File: src/hw/rtl/kcac_pkg.sv
`timescale 1ns / 1ps
// ----------------------------------------------------------------------------
// Keypad code alarm controller package
// Shared constants, mode encoding and item types for the keypad code alarm.
// ----------------------------------------------------------------------------
package kcac_pkg;

  localparam int unsigned CODE_DIGITS_DEF = 4;
  localparam int unsigned DIST_W          = 9;
  localparam int unsigned CHAR_W          = 8;

  localparam logic [CHAR_W-1:0] KEY_NONE   = 8'h00;
  localparam logic [CHAR_W-1:0] KEY_ARM    = 8'h2A;
  localparam logic [CHAR_W-1:0] KEY_CHANGE = 8'h23;
  localparam logic [CHAR_W-1:0] KEY_ZERO   = 8'h30;

  localparam logic [DIST_W-1:0] ALARM_DIST_RST = 9'd20;

  typedef enum logic {
    EV_KEY    = 1'b0,
    EV_SAMPLE = 1'b1
  } event_e;

  typedef enum logic [1:0] {
    MODE_ARMED    = 2'd0,
    MODE_DISARMED = 2'd1,
    MODE_CHANGE   = 2'd2
  } lock_mode_e;

  typedef struct packed {
    logic              mode;
    logic [CHAR_W-1:0] key_char;
    logic [DIST_W-1:0] distance_cm;
  } in_item_t;

  typedef struct packed {
    logic [1:0]        mode_state;
    logic              alarm_on;
    logic [1:0]        digits_entered;
    logic              code_accepted;
    logic              code_rejected;
    logic              code_changed;
    logic              echo_key;
    logic [CHAR_W-1:0] key_shown;
  } out_item_t;

  typedef logic [DIST_W-1:0] cfg_word_t;

endpackage

File: src/hw/rtl/kcac_in_stage.sv
`timescale 1ns / 1ps
// ----------------------------------------------------------------------------
// Keypad code alarm input stage
// Registers each accepted item and holds it until the core takes it.
// ----------------------------------------------------------------------------
module kcac_in_stage (
  input  logic               clk_i,
  input  logic               rst_ni,
  input  logic               valid_i,
  input  kcac_pkg::in_item_t item_i,
  input  logic               advance_i,
  output logic               ready_o,
  output logic               valid_o,
  output kcac_pkg::in_item_t item_o
);

  logic               valid_q, valid_d;
  kcac_pkg::in_item_t item_q;

  assign ready_o = !valid_q || advance_i;
  assign valid_d = ready_o ? valid_i : valid_q;

  always_ff @(posedge clk_i or negedge rst_ni) begin
    if (!rst_ni) begin
      valid_q <= 1'b0;
    end else begin
      valid_q <= valid_d;
    end
  end

  always_ff @(posedge clk_i) begin
    if (ready_o && valid_i) begin
      item_q <= item_i;
    end
  end

  assign valid_o = valid_q;
  assign item_o  = item_q;

endmodule

File: config.mk
export PLATFORM = sky130hd
export DESIGN_NAME = kcac_in_stage
export DESIGN_NICKNAME = d
export VERILOG_FILES = /design/src/hw/rtl/kcac_pkg.sv /design/src/hw/rtl/kcac_in_stage.sv
export SDC_FILE = /design/constraint.sdc
export NUM_CORES = 1
export LEC_CHECK = 0
export BUFFER_PORTS_ARGS = -buffer_cell sky130_fd_sc_hd__buf_2
export CAP_MARGIN = 30
export CORE_UTILIZATION = 25
export DETAILED_ROUTE_END_ITERATION = 6
export HOLD_SLACK_MARGIN = 0.12
export MAX_ROUTING_LAYER = met4
export REMOVE_ABC_BUFFERS = 1
export SYNTH_ARGS = -nofsm -noshare
export SYNTH_HDL_FRONTEND = slang
export SYNTH_SLANG_ARGS = --single-unit
File: constraint.sdc
create_clock -name clk_i -period 1.2 [get_ports clk_i]
set_input_delay 0.12 -clock clk_i [delete_from_list [all_inputs] [get_ports clk_i]]
set_output_delay 0.12 -clock clk_i [all_outputs]
set_load 0.05 [all_outputs]
=== After elaboration in Yosys (flattened, before gate mapping) ===
Cells that the tools add are included.

* Register bits: 19
* Output and inout port bits: 20
* Input bits: 22
* Latch bits: 0
* Memories kept: 0
* Memory bits (writable): 0
* Logic and storage cells: 7
* Bits in read-only memories: 0

* Reductions and logical operators: 3
* Shift operators: 0
* Bitwise gates (word level): 0
* $lt $le $gt $ge: 0
* Multiply operators: 0
* Multiplexer cells: 0
* Add/subtract/negate cells: 0
* Equality and inequality tests: 0
* Div/mod/pow operators: 0

{| class="wikitable"
|+ Operators by type and width
! cell !! count
|-
| $logic_and 1x1->1 || 1
|-
| $logic_not 1->1 || 1
|-
| $logic_or 1x1->1 || 1
|}

=== Depth between registers and ports, before layout ===
Gate-level depths: netlist of the first run.

* Word-level depth: 3
* Depth in mapped cells: 2
* Depth with buffers taken out: 2

=== Worst setup path before layout of the first run ===
Ideal clock, no wire load.

* Path kind: register -> register
* From: register valid_q, in the netlist valid_o
* To: register item_q (netlist bit item_o[0]), enable pin
* Path buffers: 0
* Library setup time: 316 ps
* Cell stages (with the launch flop): 3
* Setup slack: -232 ps
* Period minus slack after synthesis: 1432 ps
* Data required time: 884 ps
* Data arrival time: 1116 ps
* Cells stage by stage: dfrtp_1 nand2b_4 and2_4

* Longest elaborated chain between the ends: 3

{| class="wikitable"
|+ Ends and longest elaborated chain
! what !! RTL line !! source
|-
| start, declared || kcac_in_stage.sv:17 || <nowiki>logic valid_q, valid_d;</nowiki>
|-
| start signal, assigned || kcac_in_stage.sv:27 || <nowiki>valid_q <= valid_d;</nowiki>
|-
| $logic_not 1->1 || kcac_in_stage.sv:20 || <nowiki>assign ready_o = !valid_q || advance_i;</nowiki>
|-
| $logic_or 1x1->1 || kcac_in_stage.sv:20 ||
|-
| net ready_o || kcac_in_stage.sv:12 || <nowiki>output logic ready_o,</nowiki>
|-
| $logic_and 1x1->1 || kcac_in_stage.sv:32 || <nowiki>if (ready_o && valid_i) begin</nowiki>
|-
| end signal, assigned || kcac_in_stage.sv:33 || <nowiki>item_q <= item_i;</nowiki>
|-
| end, declared || kcac_in_stage.sv:18 || <nowiki>kcac_pkg::in_item_t item_q;</nowiki>
|}

The timed path passes the listed nets, and every way through them passes these cells.
A chain may end at the register's enable or synchronous reset.

=== Worst setup path in the final report of the first run ===
* From: register valid_q, in the netlist valid_o
* To: output ready_o

* Longest elaborated chain between the ends: 2

{| class="wikitable"
|+ Ends and longest elaborated chain
! what !! RTL line
|-
| $logic_not 1->1 || kcac_in_stage.sv:20
|-
| $logic_or 1x1->1 || kcac_in_stage.sv:20
|-
| end, declared || kcac_in_stage.sv:12
|}

No other way between the ends.

==> key figures, run 1 <==
Yosys
  • Synthesis-stage register bit count: 19
  • Syn Area/Cell: 27.01 um2
  • Netlist Area Pre-Place: about 590 um2
  • Post-Synthesis Cells: 22
  • Yosys warns: 0
  • Sequential cell area fraction in the yosys report: 95.16%
  • Unique masters post-synth: 5

Drt
  • Routed wire per std cell: about 11 um
  • Via count: between 400 and 500
  • 1st-iter DRT viols: 3
  • 1st-pass router iterations: 4
  • Via density: between 3 and 4
  • Antenna Nets Post-Route: 0
  • WL final: 1.330 mm
  • DRC viols: 0

Clock network
  • Clock root cell: clkbuf_4
  • CTS tree: yes
  • CTS clock-pin slew for the worst setup and hold paths: roughly 0.10 ns
  • Clock tree buffer depth: 2
  • Total CTS buffers: 3
  • Hold buffers post-CTS: 21
  • Clk sinks: 19
  • H-tree depth: 1
  • Worst-Skew Late Latency: 0.29 ns

Global routing
  • Antenna violations before repair: 0
  • GRT Util Overall: 11.10%
  • Vias in the first global route: 459
  • Total global routing overflow: 0
  • First-pass GRT wire length: between 1.5 and 2 mm
  • Largest net degree at the start of global routing: 19

Setup path
  • Critical path class: register to output port
  • CP max FO: 3
  • CP startpoint kind: register
  • Endpoint type of the worst setup path: output port
  • Critical path arrival: 1.02 ns
  • Worst Path Required: 1.08 ns

STA
  • Crit share post-route: a little over nine tenths
  • Setup violations, final: 0
  • Setup TNS: 0 ns
  • Final Hold Viols: 0
  • Max Clock Skew: slightly below 0.0006 ns
  • Slew Limit Fails: 0
  • Minimum clock period: 1.141 ns
  • Max Fclk: roughly 880 MHz
  • Tightest Pin Transition: 0.2597 ns
  • RSZ-0062 raised after global routing: no
  • Slew margin rel.: just over 80%

Power
  • Pleak: about 0.46 nW
  • P per Cell Area: approximately 1300 nW/um2
  • Max IR drop VDD: 0.0006762 V

Floorplanning
  • Die area: 2576 um2
  • Placement row count: 17
  • Num ports: 42
  • Die W: 50.76 um
  • Initial Utilization: a little over a quarter
  • Die height: 50.76 um
  • Floorplan core area: 2233 um2

Placed design
  • Dpl cell area: 834.6 um2
  • IO Port Bufs: 41
  • RD Place Congestion: between 0.6 and 0.7

Cells and area
  • Number of nets in the layout: 111
  • Design area: 1075 um2
  • Synth-to-Final Area Change: 80.84%
  • Ant diodes: 0
  • Layout cells sized above 1: between 50% and 60%

Worst hold path
  • Hold Path Class: primary input to register

Run status
  • Status: complete, no violations

Flow run
  • MaxCap Viol Count: 0
-- cell type report --
class                   instances  area, um2
clock buffers                   3      22.52
repair buffers                 62      417.9
fillers                       204       1159
flip-flops and latches         19      565.5
multi-input cells               3      28.78
clock inverters                 1      5.005
well taps                      28      35.03
-- cell usage after synthesis, drive strengths merged --
cell / n / area share, %
and2: 1 / 1.5
nand2b: 2 / 3.4
dfrtp: 1 / 4.2
edfxtp: 18 / 91
-- metrics by stage --
stage / hold slack, ns / setup WS (ns) / power, mW / instances / utilization, %
2_1_floorplan: -0.1756 / -0.2324 / 0.9482 / 22 / -
5_1_grt: 0.09293 / 0.001968 / 1.431 / 116 / 48.12
6_report: 0.1136 / 0.05869 / 1.368 / 116 / 48.12
4_1_cts: 0.1057 / 0.02088 / 1.383 / 116 / 48.01
3_3_place_gp: -0.1043 / 0.1301 / 1.016 / 91 / 37.37
3_5_place_dp: -0.1032 / 0.1111 / 1.020 / 91 / 37.37
-- cell families (layout without fill, tap and decap cells) --
| family | count (synthesis) | in the layout | share of synthesized area, % |
|---|---|---|---|
| buf+inv | 0 | 66 | 0 |
| flops | 19 | 19 | 95.16 |
| simple gates | 3 | 3 | 4.843 |
-- layer usage --
| layer | vias to the layer above | global-route usage (%) | part of all wire, % |
|---|---|---|---|
| met5 | - | - | 0 |
| met4 | 0 | 6.481 | 0 |
| met3 | 0 | 3.939 | 4.7 |
| met2 | 20 | 20.00 | 59 |
| met1 | 216 | 9.846 | 36 |
| li1 | 217 | - | - |
-- path summary, 6_finish.rpt --
kind,startpoint,end,slack [ns],depth (start not counted)
worst max-delay path,valid_o,ready_o,0.06,2
worst min-delay path,advance_i,valid_o,0.11,3
worst max register to register,valid_o,item_o[11],0.09,2
worst min register to register,valid_o,valid_o,0.57,2
max in group asynchronous,rst_ni,valid_o,0.46,3
min in group asynchronous,rst_ni,valid_o,0.65,3
-- timing repair --
action,4_1_cts,5_1_grt
buffers inserted,0,0
endpoints found under the setup margin,0,1
gates resized for setup,0,1
hold endpoints to repair,20,1
-- cell usage in the layout (no fill, tap or decap) --
cell and n:
nand2b_4 1, and2_4 1, dlygate4sd3_1 21, clkinv_2 1, edfxtp_1 18, buf_2 40, clkbuf_4 4, dfrtp_1 1
nand2b_1 1
-- state kept, by name, indices dropped and copies added, names as in the netlist --
name / flops
item_o: 18
valid_o: 1
-- where the power goes --
| part | switching [mW] | leakage (nW) | internal (mW) | total [mW] |
|---|---|---|---|---|
| registers | 0.00945 | 0.182 | 0.768 | 0.778 |
| clock network | 0.187 | 0.0177 | 0.124 | 0.310 |
| logic | 0.180 | 0.265 | 0.101 | 0.280 |
| total | 0.376 | 0.465 | 0.993 | 1.37 |
-- worst max-delay path, stage by stage (launching register included) --
cell      delay (ns)
dfrtp_1         0.42
nand2b_4        0.09
clkbuf_4        0.22
Note: power is estimated with default switching activity, not from simulation.
==> run 2, diff against run 1 <==
==> constraint.sdc (replaced) <==
create_clock -name clk_i -period 1 [get_ports clk_i]
set_input_delay 0.1 -clock clk_i [delete_from_list [all_inputs] [get_ports clk_i]]
set_output_delay 0.1 -clock clk_i [all_outputs]
set_load 0.02 [all_outputs]
==> run 2 against run 1 <==
The flow now finishes with violations (setup timing). Critical endpoint unchanged. Die area stayed put. Cell count increased by 1.7%. Core utilization rose by 1.0 points. First-iteration DRC count fell by 67%.
==> key figures, run 2 (synthesis gave the netlist of run 1 again) <==
Run status
  • Status: complete, but fails checks
  • Violated checks: setup timing

Drt
  • 1st-iter DRT viols: 1
  • Via count: 449
  • 1st-pass router iterations: 4
  • Via density: 3.805
  • Routed wire per std cell: between 10 and 15 um
  • DRC viols: 0
  • WL final: 1.315 mm
  • Antenna Nets Post-Route: 0

Floorplanning
  • Die area: 2576 um2
  • Initial Utilization: 26.61%
  • Die W: 50.76 um
  • Num ports: 42
  • Die height: 50.76 um
  • Placement row count: 17
  • Floorplan core area: 2233 um2

Setup path
  • CP startpoint kind: register
  • Reg-to-reg endpoint: item_o[7]
  • Worst path depth: 3
  • Endpoint type of the worst setup path: output port
  • Worst Path Required: roughly 0.90 ns
  • Critical R2R Launch: valid_o
  • Critical path arrival: 0.98 ns
  • Buf/Inv on CP: 2
  • Worst reg2reg setup slack: -0.08 ns
  • CP max FO: 2
  • Max stage delay on crit path: 0.42 ns
  • Critical path class: register to output port
  • Reg2reg path depth: 2
  • Crit-path cells: nand2b_4 > buf_6 > buf_6
  • Largest delay contributor family on the critical path: flip-flops
  • Most frequent CP cell: buf_6
  • Cell at the slowest stage of the critical path: dfrtp_1

Power
  • P per Cell Area: 1426 nW/um2
  • Final Power: roughly 1.6 mW
  • Pleak: ~0.48 nW
  • Max IR drop VDD: 0.0006761 V

STA
  • Slew Limit Fails: 0
  • Crit share post-route: 108.4%
  • Tightest Pin Transition: 0.2318 ns
  • Slew margin rel.: a little over four fifths
  • Setup TNS: -1.481 ns
  • Max Clock Skew: 0.007108 ns
  • Hold_ws: 0.2792 ns
  • Minimum clock period: 1.084 ns
  • Final setup margin: -0.08359 ns
  • Setup violations, final: 19
  • Max Fclk: 922.9 MHz
  • Final Hold Viols: 0
  • RSZ-0062 raised after global routing: yes

Global routing
  • Largest net degree at the start of global routing: 19
  • GRT Util Overall: about 11%
  • First-pass GRT wire length: roughly 1.9 mm
  • Vias in the first global route: ~460
  • Antenna violations before repair: 0
  • Total global routing overflow: 0

Clock network
  • CTS clock-pin slew for the worst setup and hold paths: 0.10 ns
  • H-tree depth: 1
  • Clock tree buffer depth: 2
  • Worst-Skew Late Latency: 0.29 ns
  • Total CTS buffers: 3
  • Clk sinks: 19
  • Clock root cell: clkbuf_4
  • CTS tree: yes

Cells and area
  • Number of nets in the layout: 113
  • Layout cells sized above 1: 54.44%
  • Design area: 1097 um2
  • Most common cell after layout, fill and taps aside: buf_2
  • Ant diodes: 0
  • Fill cells: 198
  • Synth-to-Final Area Change: 84.63%
  • Commonest non-fill, non-tap cells in the layout: buf_2, dlygate4sd3_1, edfxtp_1
  • Max FFs per register: 18

Worst hold path
  • WHS Path Cells: 5
  • Worst Hold End: valid_o
  • Hold Path Class: primary input to register
  • Worst Min Path Start: advance_i

Placed design
  • Dpl cell area: 842.1 um2
  • IO Port Bufs: 41
  • Worst slack, placed: -0.08990 ns
  • RD Place Congestion: about 0.65

Flow run
  • MaxCap Viol Count: 0
-- run 2: cell count changes in the layout (fill, tap and decap cells not counted) --
cell	previous run	this run
buf_4	0	1
buf_6	0	2
clkbuf_4	4	3
-- run 2: area by class of cell --
class	count	area [um2]	share of cell area (%)
timing repair buffer	64	440.4	40.14
clock inverter	1	5.005	0.4561
tap	28	35.03	3.193
sequential	19	565.5	51.54
multi-input combinational	3	28.78	2.623
clock buffer	3	22.52	2.052
-- run 2: tightest hold or removal path, stage by stage --
cell      delay (ns)
buf_2           0.08
nand2b_4        0.11
buf_6           0.09
buf_4           0.10
nand2b_1        0.06
-- run 2: how the worst max path moves through the flow --
stage / to / slack [ns] / startpoint
4_1_cts: item_o[14] / -0.10 / valid_o
5_1_grt: item_o[2] / -0.15 / valid_o
3_3_place_gp: item_o[2] / -0.06 / valid_o
3_5_place_dp: item_o[12] / -0.09 / valid_o
6_report: ready_o / -0.08 / valid_o
2_1_floorplan: item_o[0] / -0.18 / valid_o
-- run 2: repair_timing --
item,CTS,global route
hold buffers,21,0
pin swaps,1,0
endpoints found under the setup margin,19,21
hold endpoints to repair,20,0
gates resized for setup,3,0
buffers inserted,0,1
-- run 2: metal layers --
metal | vias up | track usage, % | part of all wire [%] | wire (um)
met4 | 0 | 4.167 | 0 | 0
met5 | - | - | 0 | 0
met2 | 20 | 19.33 | 56 | 732
met1 | 208 | 11.31 | 38 | 498
li1 | 221 | - | - | -
met3 | 0 | 3.030 | 6.4 | 84
-- run 2: where the power goes --
group,leakage [nW],internal (mW),total [mW],switching [mW]
logic,0.277,0.130,0.247,0.116
registers,0.182,0.922,0.934,0.0113
clock network,0.0177,0.149,0.384,0.236
-- run 2: per-stage QoR --
stage | util, % | std cells
detailed placement | 37.70 | 92
global route | 49.13 | 118
floorplan | - | 22
CTS | 48.80 | 117
global placement | 37.70 | 92
finish | 49.13 | 118
==> run 3, diff against run 2 <==
==> constraint.sdc (replaced) <==
create_clock -name clk_i -period 1 [get_ports clk_i]
set_input_delay 0.2 -clock clk_i [delete_from_list [all_inputs] [get_ports clk_i]]
set_output_delay 0.2 -clock clk_i [all_outputs]
set_load 0.02 [all_outputs]
==> run 3 against run 2 <==
The run still ends with setup timing left. Via count up 0.89%. Total power grew 1.3%. Register-to-register slack got worse by 0.02 ns. Worst hold slack got worse by 0.072 ns. Critical path depth did not move. Sequential power rose by 0.9%. Combinational power grew 11%. Core utilization grew 2.9 points. Worst setup slack worse by 0.11 ns. Non-clock buffer count shrank 1. Clock skew up 0.0015 ns. Clock power down 4%. Critical endpoint unchanged.
==> key figures, run 3 (synthesis gave the netlist of run 1 again) <==
Run status
  • Status: complete, but fails checks
  • Violated checks: setup timing

STA
  • Setup violations, final: 38
  • Max Fclk: 841.3 MHz
  • Final setup margin: -0.1886 ns
  • Slew margin rel.: 84.52%
  • RSZ-0062 raised after global routing: yes
  • Tightest Pin Transition: between 0.2 and 0.25 ns
  • Slew Limit Fails: 0
  • Final Hold Viols: 0
  • Max Clock Skew: 0.008643 ns
  • Crit share post-route: 118.9%
  • Minimum clock period: 1.189 ns
  • Setup TNS: -2.343 ns

Setup path
  • Max stage delay on crit path: approximately 0.42 ns
  • Worst Path Required: roughly 0.80 ns
  • Buf/Inv on CP: 2
  • Critical path arrival: between 0.9 and 1 ns
  • Cell at the slowest stage of the critical path: dfrtp_1
  • Endpoint type of the worst setup path: output port
  • Critical path class: register to output port
  • CP max FO: 2
  • Crit-path cells: nand2b_4 > buf_6 > buf_6
  • Most frequent CP cell: buf_6
  • CP startpoint kind: register
  • Largest delay contributor family on the critical path: flip-flops

Global routing
  • Antenna violations before repair: 0
  • Met2 Track Usage GR: around a fifth
  • GR peak layer: met2
  • GR Util met3: 3.333%
  • Total global routing overflow: 0
  • Met1 usage: 11.09%
  • Vias in the first global route: roughly 500
  • GRT Util Overall: 12.05%
  • First-pass GRT wire length: 2.035 mm
  • Largest net degree at the start of global routing: 19

Power
  • Clock power share: 23.3%
  • Max IR drop VDD: 0.0007782 V
  • Switching share of power: 22.52%
  • P per Cell Area: 1364 nW/um2
  • Comb power frac: 17.3%
  • Pleak: 0.4983 nW
  • Internal power component: 1.228 mW
  • NetSw: 357.0 uW
  • Reg power frac: 59.4%

Floorplanning
  • Die area: 2576 um2
  • Num ports: 42
  • Placement row count: 17
  • Die W: 50.76 um
  • Floorplan core area: 2233 um2
  • Die height: just over 50 um
  • Initial Utilization: about a quarter

Cells and area
  • Layout cells sized above 1: 55.06%
  • Ant diodes: 0
  • Cell Count, Final, Fillers Out: around 120
  • Fill cells: approximately 200
  • Synth-to-Final Area Change: 95.58%
  • Commonest non-fill, non-tap cells in the layout: buf_2, dlygate4sd3_1, edfxtp_1
  • Max FFs per register: 18
  • Number of nets in the layout: around 110
  • Most common cell after layout, fill and taps aside: buf_2

Drt
  • 1st-iter DRT viols: 6
  • 1st-pass router iterations: 3
  • Via count: 453
  • DRC viols: 0
  • Routed wire per std cell: 11.94 um
  • Via density: 3.872
  • WL final: between 1 and 1.5 mm
  • Antenna Nets Post-Route: 0

Clock network
  • CTS tree: yes
  • Clock tree buffer depth: 2
  • Clock root cell: clkbuf_4
  • CTS clock-pin slew for the worst setup and hold paths: 0.10 ns
  • Total CTS buffers: 3
  • H-tree depth: 1
  • Worst-Skew Late Latency: 0.29 ns
  • Clk sinks: 19

Flow run
  • MaxCap Viol Count: 0

Placed design
  • IO Port Bufs: 41
  • Placed cell count: 92
  • RD Place Congestion: 0.6487
  • Worst slack, placed: -0.09174 ns

Worst hold path
  • Hold Path Class: primary input to async pin
[run 3: changes by cell type in the layout (fill, tap and decap cells not counted), sizes merged]
cell and change:
dlygate4sd3 -1
[run 3: area by class of cell]
class / count / area (um2) / area share (%)
Clock buffer: 3 / 22.52 / 1.938
Tap cell: 28 / 35.03 / 3.014
Timing Repair Buffer: 63 / 505.5 / 43.49
Clock inverter: 1 / 5.005 / 0.4306
Multi-Input combinational cell: 3 / 28.78 / 2.476
Sequential cell: 19 / 565.5 / 48.65
[run 3: final timing paths]
check | start | endpoint | slack (ns) | cells after the start
worst min-delay path | rst_ni | valid_o | 0.21 | 2
worst max-delay path | valid_o | ready_o | -0.19 | 3
worst max register to register | valid_o | item_o[3] | -0.10 | 2
min in group clk_i | advance_i | valid_o | 0.36 | 5
worst min register to register | valid_o | valid_o | 0.76 | 4
max in group asynchronous | rst_ni | valid_o | 0.71 | 2
[run 3: routing by layer]
| layer | up-vias | wire length [um] |
|---|---|---|
| met5 | - | 0 |
| met4 | 0 | 45 |
| met3 | 4 | 63 |
| met2 | 24 | 825 |
| met1 | 204 | 463 |
| li1 | 221 | - |
[run 3: repair_timing]
action | in CTS | in global routing
endpoints found under the hold margin | 20 | 0
gates resized for setup | 3 | 24
cloned | 0 | 0
hold buffers | 20 | 0
pin swaps | 1 | 0
endpoints found under the setup margin | 38 | 38
buffers inserted | 1 | 0
[run 3: metrics by stage]
step | hold WS [ns] | total power [mW] | utilization (%) | instance area [um2]
detailed placement | -0.02282 | 1.127 | 37.70 | 842.1
CTS | 0.1940 | 1.564 | 48.68 | 1087
finish | 0.2077 | 1.586 | 52.04 | 1162
global placement | -0.02423 | 1.123 | 37.70 | 842.1
global route | 0.1930 | 1.666 | 52.04 | 1162
floorplan | -0.09559 | 1.037 | - | 594.3
[run 3: power by group through the flow]
stage / clock [mW] / sequential [mW] / combinational, mW
3_5_place_dp: 0 / 0.953 / 0.174
3_3_place_gp: 0 / 0.951 / 0.172
4_1_cts: 0.384 / 0.936 / 0.244
5_1_grt: 0.429 / 0.946 / 0.291
6_report: 0.370 / 0.942 / 0.274
2_1_floorplan: 0 / 1.01 / 0.0279
