--- config.mk ---
export PLATFORM = sky130hd
export DESIGN_NAME = kcac_core
export DESIGN_NICKNAME = d
export VERILOG_FILES = /design/src/hw/rtl/kcac_pkg.sv /design/src/hw/rtl/kcac_core.sv
export SDC_FILE = /design/constraint.sdc
export NUM_CORES = 1
export LEC_CHECK = 0
export ABC_AREA = 1
export BUFFER_PORTS_ARGS = -buffer_cell sky130_fd_sc_hd__buf_2
export CAP_MARGIN = 20
export CELL_PAD_IN_SITES_DETAIL_PLACEMENT = 1
export CELL_PAD_IN_SITES_GLOBAL_PLACEMENT = 1
export CORE_ASPECT_RATIO = 0.7
export CORE_MARGIN = 2
export CORE_UTILIZATION = 35
export CTS_BUF_LIST = sky130_fd_sc_hd__clkbuf_8
export CTS_CLUSTER_DIAMETER = 200
export DETAILED_ROUTE_END_ITERATION = 12
export PLACE_DENSITY_LB_ADDON = 0.1
export SYNTH_ARGS = -nofsm -noshare
export SYNTH_HDL_FRONTEND = slang
export SYNTH_SLANG_ARGS = --single-unit
--- constraint.sdc ---
create_clock -name clk_i -period 2.2 [get_ports clk_i]
set_input_delay 0.22 -clock clk_i [delete_from_list [all_inputs] [get_ports clk_i]]
set_output_delay 0.22 -clock clk_i [all_outputs]
set_load 0.02 [all_outputs]
--- src/hw/rtl/kcac_pkg.sv ---
`timescale 1ns / 1ps
// ----------------------------------------------------------------------------
// Keypad code alarm controller package
// Shared constants, mode encoding and item types for the keypad code alarm.
// ----------------------------------------------------------------------------
package kcac_pkg;

  localparam int unsigned CODE_DIGITS_DEF = 4;
  localparam int unsigned DIST_W          = 9;
  localparam int unsigned CHAR_W          = 8;

  localparam logic [CHAR_W-1:0] KEY_NONE   = 8'h00;
  localparam logic [CHAR_W-1:0] KEY_ARM    = 8'h2A;
  localparam logic [CHAR_W-1:0] KEY_CHANGE = 8'h23;
  localparam logic [CHAR_W-1:0] KEY_ZERO   = 8'h30;

  localparam logic [DIST_W-1:0] ALARM_DIST_RST = 9'd20;

  typedef enum logic {
    EV_KEY    = 1'b0,
    EV_SAMPLE = 1'b1
  } event_e;

  typedef enum logic [1:0] {
    MODE_ARMED    = 2'd0,
    MODE_DISARMED = 2'd1,
    MODE_CHANGE   = 2'd2
  } lock_mode_e;

  typedef struct packed {
    logic              mode;
    logic [CHAR_W-1:0] key_char;
    logic [DIST_W-1:0] distance_cm;
  } in_item_t;

  typedef struct packed {
    logic [1:0]        mode_state;
    logic              alarm_on;
    logic [1:0]        digits_entered;
    logic              code_accepted;
    logic              code_rejected;
    logic              code_changed;
    logic              echo_key;
    logic [CHAR_W-1:0] key_shown;
  } out_item_t;

  typedef logic [DIST_W-1:0] cfg_word_t;

endpackage

--- src/hw/rtl/kcac_core.sv ---
`timescale 1ns / 1ps
// ----------------------------------------------------------------------------
// Keypad code alarm core
// Holds the lock state, applies one registered item per cycle while advance_i
// is high, and registers the result item.
// ----------------------------------------------------------------------------
module kcac_core #(
  parameter int unsigned CODE_DIGITS = kcac_pkg::CODE_DIGITS_DEF
) (
  input  logic                clk_i,
  input  logic                rst_ni,
  input  logic                valid_i,
  input  kcac_pkg::in_item_t  item_i,
  input  logic                advance_i,
  input  kcac_pkg::cfg_word_t alarm_distance_i,
  output logic                valid_o,
  output kcac_pkg::out_item_t result_o
);

  localparam int unsigned IDX_W = (CODE_DIGITS > 1) ? $clog2(CODE_DIGITS) : 1;
  localparam logic [IDX_W-1:0] IDX_LAST = IDX_W'(CODE_DIGITS - 1);

  logic [kcac_pkg::CHAR_W-1:0] stored_q [CODE_DIGITS];
  logic [kcac_pkg::CHAR_W-1:0] stored_d [CODE_DIGITS];
  logic [kcac_pkg::CHAR_W-1:0] entry_q  [CODE_DIGITS];
  logic [IDX_W-1:0]            idx_q, idx_d;
  kcac_pkg::lock_mode_e        mode_q, mode_d;
  logic                        alarm_q, alarm_d;
  logic                        res_valid_q, res_valid_d;
  kcac_pkg::out_item_t         res_q, res_d;

  logic                        fire;
  logic                        entry_wr;
  logic                        last_digit;
  logic                        match;
  logic                        accepted, rejected, changed, echo;
  logic [IDX_W+1:0]            idx_ext;
  logic [kcac_pkg::CHAR_W-1:0] key;

  assign fire       = valid_i && advance_i;
  assign key        = item_i.key_char;
  assign last_digit = (idx_q == IDX_LAST);

  always_comb begin
    match = 1'b1;
    for (int i = 0; i < CODE_DIGITS; i++) begin
      if (i == CODE_DIGITS - 1) begin
        stored_d[i] = key;
      end else begin
        stored_d[i] = entry_q[i];
      end
      match = match && (stored_d[i] == stored_q[i]);
    end
  end

  always_comb begin
    idx_d    = idx_q;
    mode_d   = mode_q;
    alarm_d  = alarm_q;
    entry_wr = 1'b0;
    accepted = 1'b0;
    rejected = 1'b0;
    changed  = 1'b0;
    echo     = 1'b0;
    if (item_i.mode == kcac_pkg::EV_SAMPLE) begin
      if (mode_q == kcac_pkg::MODE_ARMED && item_i.distance_cm <= alarm_distance_i) begin
        alarm_d = 1'b1;
      end
    end else if (key != kcac_pkg::KEY_NONE) begin
      unique case (mode_q)
        kcac_pkg::MODE_ARMED, kcac_pkg::MODE_CHANGE: begin
          entry_wr = 1'b1;
          echo     = 1'b1;
          if (last_digit) begin
            idx_d = '0;
            if (mode_q == kcac_pkg::MODE_ARMED) begin
              if (match) begin
                accepted = 1'b1;
                alarm_d  = 1'b0;
                mode_d   = kcac_pkg::MODE_DISARMED;
              end else begin
                rejected = 1'b1;
              end
            end else begin
              changed = 1'b1;
              mode_d  = kcac_pkg::MODE_ARMED;
            end
          end else begin
            idx_d = idx_q + 1'b1;
          end
        end
        default: begin
          alarm_d = 1'b0;
          if (key == kcac_pkg::KEY_ARM) begin
            idx_d  = '0;
            mode_d = kcac_pkg::MODE_ARMED;
          end else if (key == kcac_pkg::KEY_CHANGE) begin
            idx_d  = '0;
            mode_d = kcac_pkg::MODE_CHANGE;
          end
        end
      endcase
    end
  end

  always_comb begin
    idx_ext              = (IDX_W+2)'(idx_d);
    res_d.mode_state     = mode_d;
    res_d.alarm_on       = alarm_d;
    res_d.digits_entered = idx_ext[1:0];
    res_d.code_accepted  = accepted;
    res_d.code_rejected  = rejected;
    res_d.code_changed   = changed;
    res_d.echo_key       = echo;
    res_d.key_shown      = echo ? key : kcac_pkg::KEY_NONE;
  end

  assign res_valid_d = advance_i ? valid_i : res_valid_q;

  always_ff @(posedge clk_i or negedge rst_ni) begin
    if (!rst_ni) begin
      idx_q       <= '0;
      mode_q      <= kcac_pkg::MODE_ARMED;
      alarm_q     <= 1'b0;
      res_valid_q <= 1'b0;
      for (int i = 0; i < CODE_DIGITS; i++) begin
        stored_q[i] <= kcac_pkg::KEY_ZERO;
      end
    end else begin
      res_valid_q <= res_valid_d;
      if (fire) begin
        idx_q   <= idx_d;
        mode_q  <= mode_d;
        alarm_q <= alarm_d;
        if (changed) begin
          stored_q <= stored_d;
        end
      end
    end
  end

  always_ff @(posedge clk_i) begin
    if (fire && entry_wr) begin
      entry_q[idx_q] <= key;
    end
    if (fire) begin
      res_q <= res_d;
    end
  end

  assign valid_o  = res_valid_q;
  assign result_o = res_q;

endmodule

# After elaboration in Yosys (flattened, before gate mapping)
# Memories as Yosys holds them, arrays and structs flattened.
# Cells that the tools add are included.
# op_classes
add_sub_neg,1
n_lt_le_gt_ge,1
eq_ne,8
n_mux,33
bitwise_logic,4
n_reduce_logical,11
# ops
op,count
8-bit equality test,4
2-bit two-way mux,14
1-bit two-way mux,19
8-bit by 6-bit equality test with 1-bit output (second input constant),2
9-bit <= comparator,1
8-bit nonzero test,1
1-bit logical AND,6
5-bit OR reduction,1
2-bit equality test (second input constant),2
1-bit inverter,4
2-bit by 1-bit adder with 2-bit output (second input constant),1
2-bit zero test,1
2-bit AND reduction,1
2-bit OR reduction,1
# word_totals
reg_bits,55
mem_bits_rw,32
out_inout_bits,18
mem_count,1
# mem_list
name,depth,width,read_ports,rd_ports_with_merged_regs,wr,line_no,text
entry_q,4,8,3,0,1,kcac_core.sv:25,logic [kcac_pkg::CHAR_W-1:0] entry_q [CODE_DIGITS];

# Logic depth before layout (Yosys ltp)
# Gate-level depths: netlist of run 1.
# An unclocked memory read counts as a cell.
# logic_depth
depth_word,11
ltp_mapped,13

# Worst setup path before layout of run 1
# No wires, ideal clock.
# synth_path
path_kind,register -> register
start,register idx_q[1]
end,register stored_q[7] in the netlist's numbering
setup_time_ps,117
t_arrival_ps,1413
setup_slack_ps,670
path_stages_with_launch,9
n_path_buf,2
synth_period_minus_slack_ps,1530
cell_sequence,dfrtp_1 > ha_1 > nand2_1 > nor3_4 > nand2_2 > buf_6 > buf_6 > nand2_1 > o21ai_2
# synth_between
elab_chain_len,6
# synth_lines
element,line_no,text
from (decl),kcac_core.sv:26,"logic [IDX_W-1:0] idx_q, idx_d;"
from (signal assigned),kcac_core.sv:132,idx_q <= idx_d;
2-bit equality test,kcac_core.sv:42,assign last_digit = (idx_q == IDX_LAST);
1-bit two-way mux,kcac_core.sv:74,if (last_digit) begin
1-bit two-way mux,kcac_core.sv:70,unique case (mode_q)
1-bit two-way mux,kcac_core.sv:69,end else if (key != kcac_pkg::KEY_NONE) begin
1-bit two-way mux,kcac_core.sv:65,if (item_i.mode == kcac_pkg::EV_SAMPLE) begin
2-bit AND reduction (no line),-,
"to (signal, indexed assignment)",kcac_core.sv:127,stored_q[i] <= kcac_pkg::KEY_ZERO;
to (signal assigned),kcac_core.sv:136,stored_q <= stored_d;
to (decl),kcac_core.sv:23,logic [kcac_pkg::CHAR_W-1:0] stored_q [CODE_DIGITS];
# Every way passes these cells.
# A chain may end at the register's enable or synchronous reset.

# Worst setup path after layout of run 1
# layout_path
start,register stored_q[5] in the netlist's numbering
end,register res_q (netlist bit result_o[14]) (data pin)
# layout_between
elab_chain_len,8
# layout_lines
element,line_no,text
8-bit equality test,kcac_core.sv:52,match = match && (stored_d[i] == stored_q[i]);
1-bit logical AND,kcac_core.sv:52,
1-bit two-way mux,kcac_core.sv:77,if (match) begin
1-bit two-way mux,kcac_core.sv:76,if (mode_q == kcac_pkg::MODE_ARMED) begin
1-bit two-way mux,kcac_core.sv:74,
1-bit two-way mux,kcac_core.sv:70,
1-bit two-way mux,kcac_core.sv:69,
1-bit two-way mux,kcac_core.sv:65,
net alarm_d,kcac_core.sv:28,"logic alarm_q, alarm_d;"
to (signal assigned),kcac_core.sv:147,res_q <= res_d;
to (decl),kcac_core.sv:30,"kcac_pkg::out_item_t res_q, res_d;"
# The timed path passes the listed nets, and every way through them passes these cells.

==> results.tsv, run 1 <==
stage	metric	value	unit
placement	pre-CTS setup slack	28.6	ps
critical_path	startpoint types	flop	
synth	#FFs+latches synth	79	
sta	Worst-Margin Slew	404	ps
grt	initial antenna violation count	0	
critical_path	crit end category	flop	
detailed_routing	Pre-antenna DRT Iters	4	
sta	skew final	11.3	ps
worst_hold_path	Hold Crit Class	primary input to flop	
placement	Placement Cell Area	4250	um2
critical_path	Worst Reg-to-Reg Cells	8	
sta	unrepaired setup endpoints after global routing	no	
die	Die X	128	um
job	maxcap violations	0	
critical_path	Crit Path Max Fanout	3	
clock_network	Clock Latency Late Sink	350	ps
power	Sw Pwr	1000	uW
grt	overflow left after global routing	0	
placement	GP Congestion	0.768	
detailed_routing	DR DRC count	0	
sta	min cycle time layout	1850	ps
power	total power	3620	uW
synth	sequential area share after synthesis	57.8	%
detailed_routing	routed vias	2830	
layout	# nets final	517	
grt	first-pass GRT wire length	16100	um
power	Seq pwr share	51.1	%
critical_path	CP Class	flop to flop	
synth	Mapped Nets	449	
sta	# setup viols final	0	
synth	Syn Area/Cell	9.36	um2
die	num rows	31	
sta	final period utilization	84.0	%
layout	register area	2190	um2
clock_network	CTS Root Buffer Type	clkbuf_8	
critical_path	worst r2r src	stored_q[5]	
detailed_routing	wirelength, routed	9560	um
status	outcome	complete, no violations	
detailed_routing	routed len/inst	15.7	um
clock_network	clock sinks	79	
layout	commonest non-fill, non-tap cells in the layout	nand2_1, inv_1, buf_2, edfxtp_1, nor2_1	
sta	max-slew violations	0	
layout	area delta synth->final	17.9	%
placement	I/O Buffers	48	
die	I/O pins	49	
die	core footprint	10400	um2
layout	Multi-input gate area	1330	um2
sta	fmax	0.541	GHz
grt	largest net degree at the start of global routing	29	
critical_path	register-to-register setup slack	350	ps
layout	commonest non-fill, non-tap cell in the layout	nand2_1	
power	power per cell area	809	nW/um2
layout	ratio of cells with drive above 1 in the final layout	19.5	%
synth	yosys warns	0	
sta	relative slew slack	73.1	%
die	full die area	11700	um2
clock_network	cts bufs inserted	9	
grt	total track usage	18.1	%
power	Clk network pwr share	31.6	%
critical_path	crit path capture	result_o[14]	
critical_path	CP startpoint	stored_q[5]	
clock_network	Clock transition at path regs	80	ps
die	die height	91.1	um
detailed_routing	Initial DRC Count	107	
synth	Cell variety after synth	23	
detailed_routing	DR vias/cell	4.64	
clock_network	clock buffer depth	2	
critical_path	crit path DAT	1950	ps
clock_network	post-cts resize count	0	
power	switching share of power	27.7	%
layout	end-of-flow core utilization	42.8	%
power	Pint	2620	uW
sta	final setup margin	352	ps
clock_network	H-tree depth	3	
synth	Syn Inst Count	405	
power	Static Leak	0.00211	uW
synth	cell area after synthesis	3790	um2
grt	vias in the first global route	3170	
critical_path	Critical R2R Capture	result_o[14]	
sta	Fin. Hold Viols	0	
layout	Final Cell Area	4470	um2
die	Starting Density	36.3	%
clock_network	CTS tree	built	
layout	Fill cells	1259	
placement	Post-DP HPWL	7100	um
critical_path	Critical Path RT	2310	ps
power	peak supply drop	0.418	mV
detailed_routing	Post-DRT Antenna Nets	0	
sta	TNS Setup	0	ps
layout	Ant. Diodes	0	
power	Logic pwr share	17.3	%
[critical path, cell delays in order, from the launching register on]
cell and delay, ps:
dfstp_2 560, nand2_1 60, nand2_1 80, nand2_1 50, nor2_1 130, nand2_1 60
nor2_1 270, nand4_1 200, and3_1 190
[worst min path at each step]
stage	startpoint	endpoint	depth (start not counted)	slack, ps
2_1_floorplan	rst_ni	alarm_q	0	-80
3_3_place_gp	rst_ni	stored_q[9]	1	140
3_5_place_dp	rst_ni	stored_q[9]	1	150
4_1_cts	advance_i	valid_o	2	50
5_1_grt	advance_i	valid_o	2	80
6_report	advance_i	valid_o	2	70
[metrics by stage]
step / hold slack (ps) / instances
floorplan: -75.6 / 405
global placement: 142 / 592
detailed placement: 145 / 592
CTS: 51.5 / 609
global route: 75.2 / 610
finish: 66.3 / 610
[kinds of logic (layout without fill, tap and decap cells)]
kind of cell,after synthesis,count (layout),synth area share (%)
buf+inv,63,136,7.06
fa+ha+maj,13,13,4.29
flops,79,79,57.8
compound gates,31,31,4.72
simple gates,199,199,21.5
xor+xnor,20,20,4.62
[final cells by class]
cell class	count	share of cell area, %
Clock buffer	9	2.77
Timing Repair Buffer	65	8.29
Sequential cell	79	49.0
Clock inverter	7	1.82
Inverter	55	4.62
Multi-Input combinational cell	263	29.8
Tap cell	132	3.70
[per-layer routing]
metal	vias up	routed length, um	global-route usage [%]	share of wire, %
met3	6	362	4.07	3.8
li1	1416	-	-	-
met5	-	0	0	0
met1	1370	4730	24.7	49
met2	38	4390	29.2	46
met4	0	77	4.67	0.81
[what timing repair did]
action,CTS,global route
hold buffers,1,0
endpoints found under the setup margin,0,29
setup buffers,0,1
hold endpoints to repair,8,0
[power groups by stage]
| stage | logic, uW | registers, uW | clock network [uW] |
|---|---|---|---|
| 2_1_floorplan | 385 | 1880 | 0 |
| 3_3_place_gp | 613 | 1870 | 0 |
| 3_5_place_dp | 632 | 1880 | 0 |
| 4_1_cts | 641 | 1850 | 1190 |
| 5_1_grt | 733 | 1870 | 1230 |
| 6_report | 624 | 1850 | 1140 |
[state kept, by name, summed over array words and instances, names as in the netlist]
name / cells
stored_q: 32
valid_o: 1
mode_q: 2
result_o: 17
idx_q: 2
alarm_q: 1
entry_q: 24
[cell usage after synthesis]
library cell  number  area share, %
edfxtp_1          41             32
nand2_1          130             13
nand4_1            7            1.2
clkbuf_1           3           0.30
o21ai_2            5            1.2
buf_6              4            1.2
ha_1              13            4.3
o21ai_1            7           0.92
and3_1             2           0.33
inv_1             53            5.2
nor2_1            35            3.5
nor3_4             1           0.43
nand3_1           23            3.0
clkinv_1           1          0.099
a21boi_0           2           0.40
inv_2              1          0.099
buf_2              1           0.13
xnor2_1           20            4.6
dfrtp_1           30             20
o21ai_0           13            1.7
nand2_2            1           0.17
a21oi_1            4           0.53
dfstp_2            8            5.5
No activity file was read; power rests on OpenSTA's default activity.
==> run 2: changes to the inputs <==
- clock period: 2.2 -> 1.8 ns (I/O delays scaled with it)
==> results.tsv, run 2 (synthesis gave the netlist of run 1 again) <==
stage	metric	value	unit
status	outcome	complete, no violations	
sta	worst hold slack	16.3	ps
critical_path	Worst Reg-to-Reg Cells	7	
clock_network	Clock Latency Late Sink	360	ps
power	peak supply drop	0.476	mV
power	Static Leak	0.00215	uW
placement	Post-DP HPWL	6940	um
grt	vias in the first global route	3044	
clock_network	H-tree depth	3	
clock_network	cts bufs inserted	9	
critical_path	Critical Path RT	1920	ps
layout	area delta synth->final	19.9	%
power	total power	4330	uW
layout	Multi-input gate area	1350	um2
detailed_routing	routed len/inst	15.1	um
detailed_routing	routed vias	2809	
die	num rows	31	
layout	end-of-flow core utilization	43.5	%
clock_network	clock sinks	79	
critical_path	CP startpoint	stored_q[21]	
critical_path	Critical R2R Capture	result_o[14]	
detailed_routing	wirelength, routed	9280	um
die	die height	91.1	um
layout	commonest non-fill, non-tap cell in the layout	nand2_1	
placement	pre-CTS setup slack	-67.0	ps
clock_network	CTS tree	built	
sta	min cycle time layout	1690	ps
layout	# nets final	520	
layout	Finished Layout Cells	613	
layout	Ant. Diodes	0	
detailed_routing	DR DRC count	0	
critical_path	max incr delay on CP	540	ps
detailed_routing	DR vias/cell	4.58	
critical_path	worst r2r src	stored_q[21]	
die	Starting Density	36.3	%
placement	I/O Buffers	48	
sta	final setup margin	114	ps
grt	total track usage	17.6	%
sta	skew final	10.5	ps
die	full die area	11700	um2
layout	Fill cells	1232	
sta	max-slew violations	0	
critical_path	crit end category	flop	
layout	register area	2190	um2
die	core footprint	10400	um2
placement	GP Congestion	0.753	
clock_network	Clock transition at path regs	80	ps
critical_path	Crit-path slowest cell	dfstp_2	
sta	Fin. Hold Viols	0	
critical_path	Crit Path Max Fanout	3	
critical_path	crit path DAT	1810	ps
critical_path	crit path capture	result_o[14]	
critical_path	CP Class	flop to flop	
worst_hold_path	Hold Crit Class	primary input to flop	
grt	first-pass GRT wire length	15500	um
clock_network	CTS Root Buffer Type	clkbuf_8	
sta	# setup viols final	0	
power	power per cell area	953	nW/um2
layout	commonest non-fill, non-tap cells in the layout	nand2_1, inv_1, buf_2, edfxtp_1, nor2_1	
job	maxcap violations	0	
sta	fmax	0.593	GHz
layout	Reg with most FFs	stored_q	
die	I/O pins	49	
critical_path	startpoint types	flop	
detailed_routing	Initial DRC Count	150	
critical_path	critical-path cell list	xnor2_1 -> nand2_1 -> nor2_1 -> nand2_1 -> nor2_4 -> nand4_1 -> and3_1	
layout	ratio of cells with drive above 1 in the final layout	20.2	%
layout	max FFs per register	32	
sta	final period utilization	93.7	%
critical_path	register-to-register setup slack	110	ps
detailed_routing	Post-DRT Antenna Nets	0	
sta	Worst-Margin Slew	531	ps
critical_path	Top cell by count, worst path	nand2_1	
die	Die X	128	um
sta	unrepaired setup endpoints after global routing	no	
sta	relative slew slack	64.6	%
clock_network	clock buffer depth	2	
placement	placed insts	595	
grt	largest net degree at the start of global routing	27	
grt	overflow left after global routing	0	
detailed_routing	Pre-antenna DRT Iters	4	
grt	initial antenna violation count	0	
## run 2: per-layer routing
layer  GRT usage, %  wire length, um  vias up  share of wire [%]
met1           25.6             4900     1340                 53
met3           4.48              272        6                2.9
met2           26.1             4050       31                 44
li1               -                -     1432                  -
met5              0                0        -                  0
met4           4.67               65        0               0.70
## run 2: how the worst min path moves through the flow
stage,startpoint,endpoint,cells after the start
after floorplan,rst_ni,alarm_q,0
after global placement,rst_ni,stored_q[17],1
after detailed placement,rst_ni,stored_q[17],1
after CTS,advance_i,valid_o,2
after global routing,advance_i,valid_o,2
final,advance_i,valid_o,2
## run 2: cell type report
class	count	area share, %
Inverter	55	4.54
Multi-Input combinational cell	263	29.6
Timing Repair Buffer	68	9.75
Clock inverter	6	1.18
Sequential cell	79	48.3
Clock buffer	10	3.03
Tap cell	132	3.64
## run 2: worst max-delay path, delay by kind of cell (launching register included)
family	cells	cell delay, ps
flops	1	540
xor+xnor	1	120
simple gates	6	800
## run 2: stage by stage
stage,cell area (um2),setup TNS [ps]
floorplan,3790,0
global placement,4320,-41.0
detailed placement,4320,-79.3
CTS,4530,0
global route,4540,0
finish,4540,0
## run 2: repair_timing
action                                  in CTS  in global routing
buffers inserted                             0                  1
endpoints found under the setup margin       2                  2
hold buffers                                 1                  0
resized for setup                            2                  2
hold endpoints to repair                    13                  0
cloned                                       0                  0
pin swaps                                    0                  2
## run 2: where the power goes
part / total, uW / switching (uW) / internal, uW
logic: 760 / 451 / 309
registers: 2260 / 135 / 2130
clock network: 1300 / 642 / 662
total: 4330 / 1230 / 3100
==> run 3: changes to the inputs <==
--- a/config.mk
+++ b/config.mk
@@ -19,2 +19,3 @@
 export PLACE_DENSITY_LB_ADDON = 0.1
+export SLEW_MARGIN = 20
 export SYNTH_ARGS = -nofsm -noshare
==> constraint.sdc (replaced) <==
create_clock -name clk_i -period 1.8 [get_ports clk_i]
set_input_delay 0.36 -clock clk_i [delete_from_list [all_inputs] [get_ports clk_i]]
set_output_delay 0.36 -clock clk_i [all_outputs]
set_load 0.02 [all_outputs]
==> results.tsv, run 3 (synthesis gave the netlist of run 1 again) <==
stage	metric	value	unit
grt	total track usage	18.3	%
sta	Worst-Margin Slew	487	ps
sta	final setup margin	87.3	ps
worst_hold_path	Hold Crit Class	primary input to flop	
die	I/O pins	49	
critical_path	max incr delay on CP	540	ps
sta	skew final	6.48	ps
layout	Finished Layout Cells	621	
die	die height	91.1	um
critical_path	Worst Path Buf+Inv	1	
grt	initial antenna violation count	0	
power	Clk network pwr share	26.6	%
grt	first-pass GRT wire length	16200	um
power	Sw Pwr	1230	uW
placement	pre-CTS setup slack	-146	ps
placement	GP Congestion	0.767	
sta	# setup viols final	0	
sta	unrepaired setup endpoints after global routing	yes	
status	outcome	complete, no violations	
die	full die area	11700	um2
critical_path	CP Class	flop to flop	
clock_network	CTS tree	built	
detailed_routing	routed vias	2909	
sta	Fin. Hold Viols	0	
die	core footprint	10400	um2
layout	max FFs per register	32	
die	Die X	128	um
placement	placed insts	603	
detailed_routing	DR vias/cell	4.68	
detailed_routing	Initial DRC Count	111	
power	power per cell area	905	nW/um2
layout	area delta synth->final	21.1	%
clock_network	cts bufs inserted	9	
critical_path	critical-path cell list	xnor2_1 -> nand2_1 -> nor2_2 -> nand2_2 -> nor2_4 -> buf_6 -> nand4_1 -> and3_1	
detailed_routing	Post-DRT Antenna Nets	0	
sta	relative slew slack	67.5	%
layout	commonest non-fill, non-tap cell in the layout	nand2_1	
die	Starting Density	36.3	%
critical_path	cell count along the critical path	8	
critical_path	Crit Path Max Fanout	3	
layout	Reg with most FFs	stored_q	
critical_path	Critical Path RT	1910	ps
detailed_routing	DR DRC count	0	
worst_hold_path	Hold Path Cell Cnt	2	
critical_path	crit end category	flop	
grt	overflow left after global routing	0	
layout	ratio of cells with drive above 1 in the final layout	22.1	%
clock_network	H-tree depth	3	
power	Logic pwr share	18.9	%
clock_network	Clock transition at path regs	80	ps
critical_path	Crit-path slowest cell	dfstp_2	
critical_path	crit path DAT	1830	ps
power	switching share of power	29.6	%
power	Seq pwr share	54.5	%
clock_network	Clock Latency Late Sink	350	ps
job	maxcap violations	0	
sta	fmax	0.584	GHz
power	Static Leak	0.00218	uW
layout	commonest non-fill, non-tap cells in the layout	nand2_1, inv_1, buf_2, edfxtp_1	
clock_network	CTS Root Buffer Type	clkbuf_8	
die	num rows	31	
detailed_routing	wirelength, routed	9590	um
critical_path	Worst Reg-to-Reg Cells	8	
sta	min cycle time layout	1710	ps
sta	max-slew violations	0	
grt	largest net degree at the start of global routing	35	
layout	# nets final	528	
critical_path	startpoint types	flop	
critical_path	Top delay family on crit path	simple AND/OR/NAND/NOR gates	
clock_network	clock buffer depth	2	
placement	Post-DP HPWL	7220	um
grt	vias in the first global route	3076	
placement	I/O Buffers	48	
sta	final period utilization	95.2	%
clock_network	clock sinks	79	
detailed_routing	Pre-antenna DRT Iters	4	
layout	Ant. Diodes	0	
power	peak supply drop	0.381	mV
detailed_routing	routed len/inst	15.4	um
power	Pint	2930	uW
[run 3: changes by cell type in the layout (fill, tap and decap cells not counted), sizes merged]
cell / delta
buf: +8
bufinv: -1
clkbuf: -1
inv: +2
[run 3: area by class of cell]
class	count	area (um2)
clock buffers	9	124
clock inverters	7	28.8
fillers	1229	5840
inverters	55	206
multi-input cells	263	1360
flip-flops and latches	79	2190
well taps	132	165
repair buffers	76	519
[run 3: path summary, 6_finish.rpt]
| kind | startpoint | slack [ps] | end |
|---|---|---|---|
| max | stored_q[21] | 90 | result_o[14] |
| min reg2reg | stored_q[28] | 470 | stored_q[28] |
| min | advance_i | 210 | valid_o |
| min in group asynchronous | rst_ni | 500 | stored_q[8] |
| max reg2reg | stored_q[21] | 90 | result_o[14] |
| max in group asynchronous | rst_ni | 730 | stored_q[13] |
[run 3: per-layer routing]
metal	part of all wire [%]	vias to the layer above	track usage (%)
li1	-	1442	-
met1	52	1416	27.0
met2	43	42	27.2
met3	4.0	9	4.24
met4	1.2	0	4.49
met5	0	-	0
[run 3: per-stage QoR]
| stage | util (%) | hold WS [ps] | area [um2] | TNS [ps] | power [uW] |
|---|---|---|---|---|---|
| 6_report | 44.0 | 209 | 4590 | 0 | 4160 |
| 5_1_grt | 44.0 | 216 | 4590 | -28.0 | 4430 |
| 4_1_cts | 43.7 | 191 | 4560 | 0 | 4210 |
| 3_5_place_dp | 42.1 | 346 | 4390 | -315 | 3090 |
| 3_3_place_gp | 42.1 | 343 | 4390 | -391 | 3050 |
| 2_1_floorplan | - | 64.4 | 3790 | 0 | 2770 |
[run 3: power groups by stage]
stage	registers [uW]	clock network, uW	logic [uW]
2_1_floorplan	2300	0	471
3_3_place_gp	2290	0	764
3_5_place_dp	2300	0	790
4_1_cts	2270	1150	799
5_1_grt	2290	1220	916
6_report	2270	1110	785
[run 3: repair_timing]
item,CTS,global route
hold buffers,1,0
setup endpoints to repair,2,4
pin swaps,0,2
resized for setup,3,6
endpoints found under the hold margin,12,0
buffers inserted,0,1
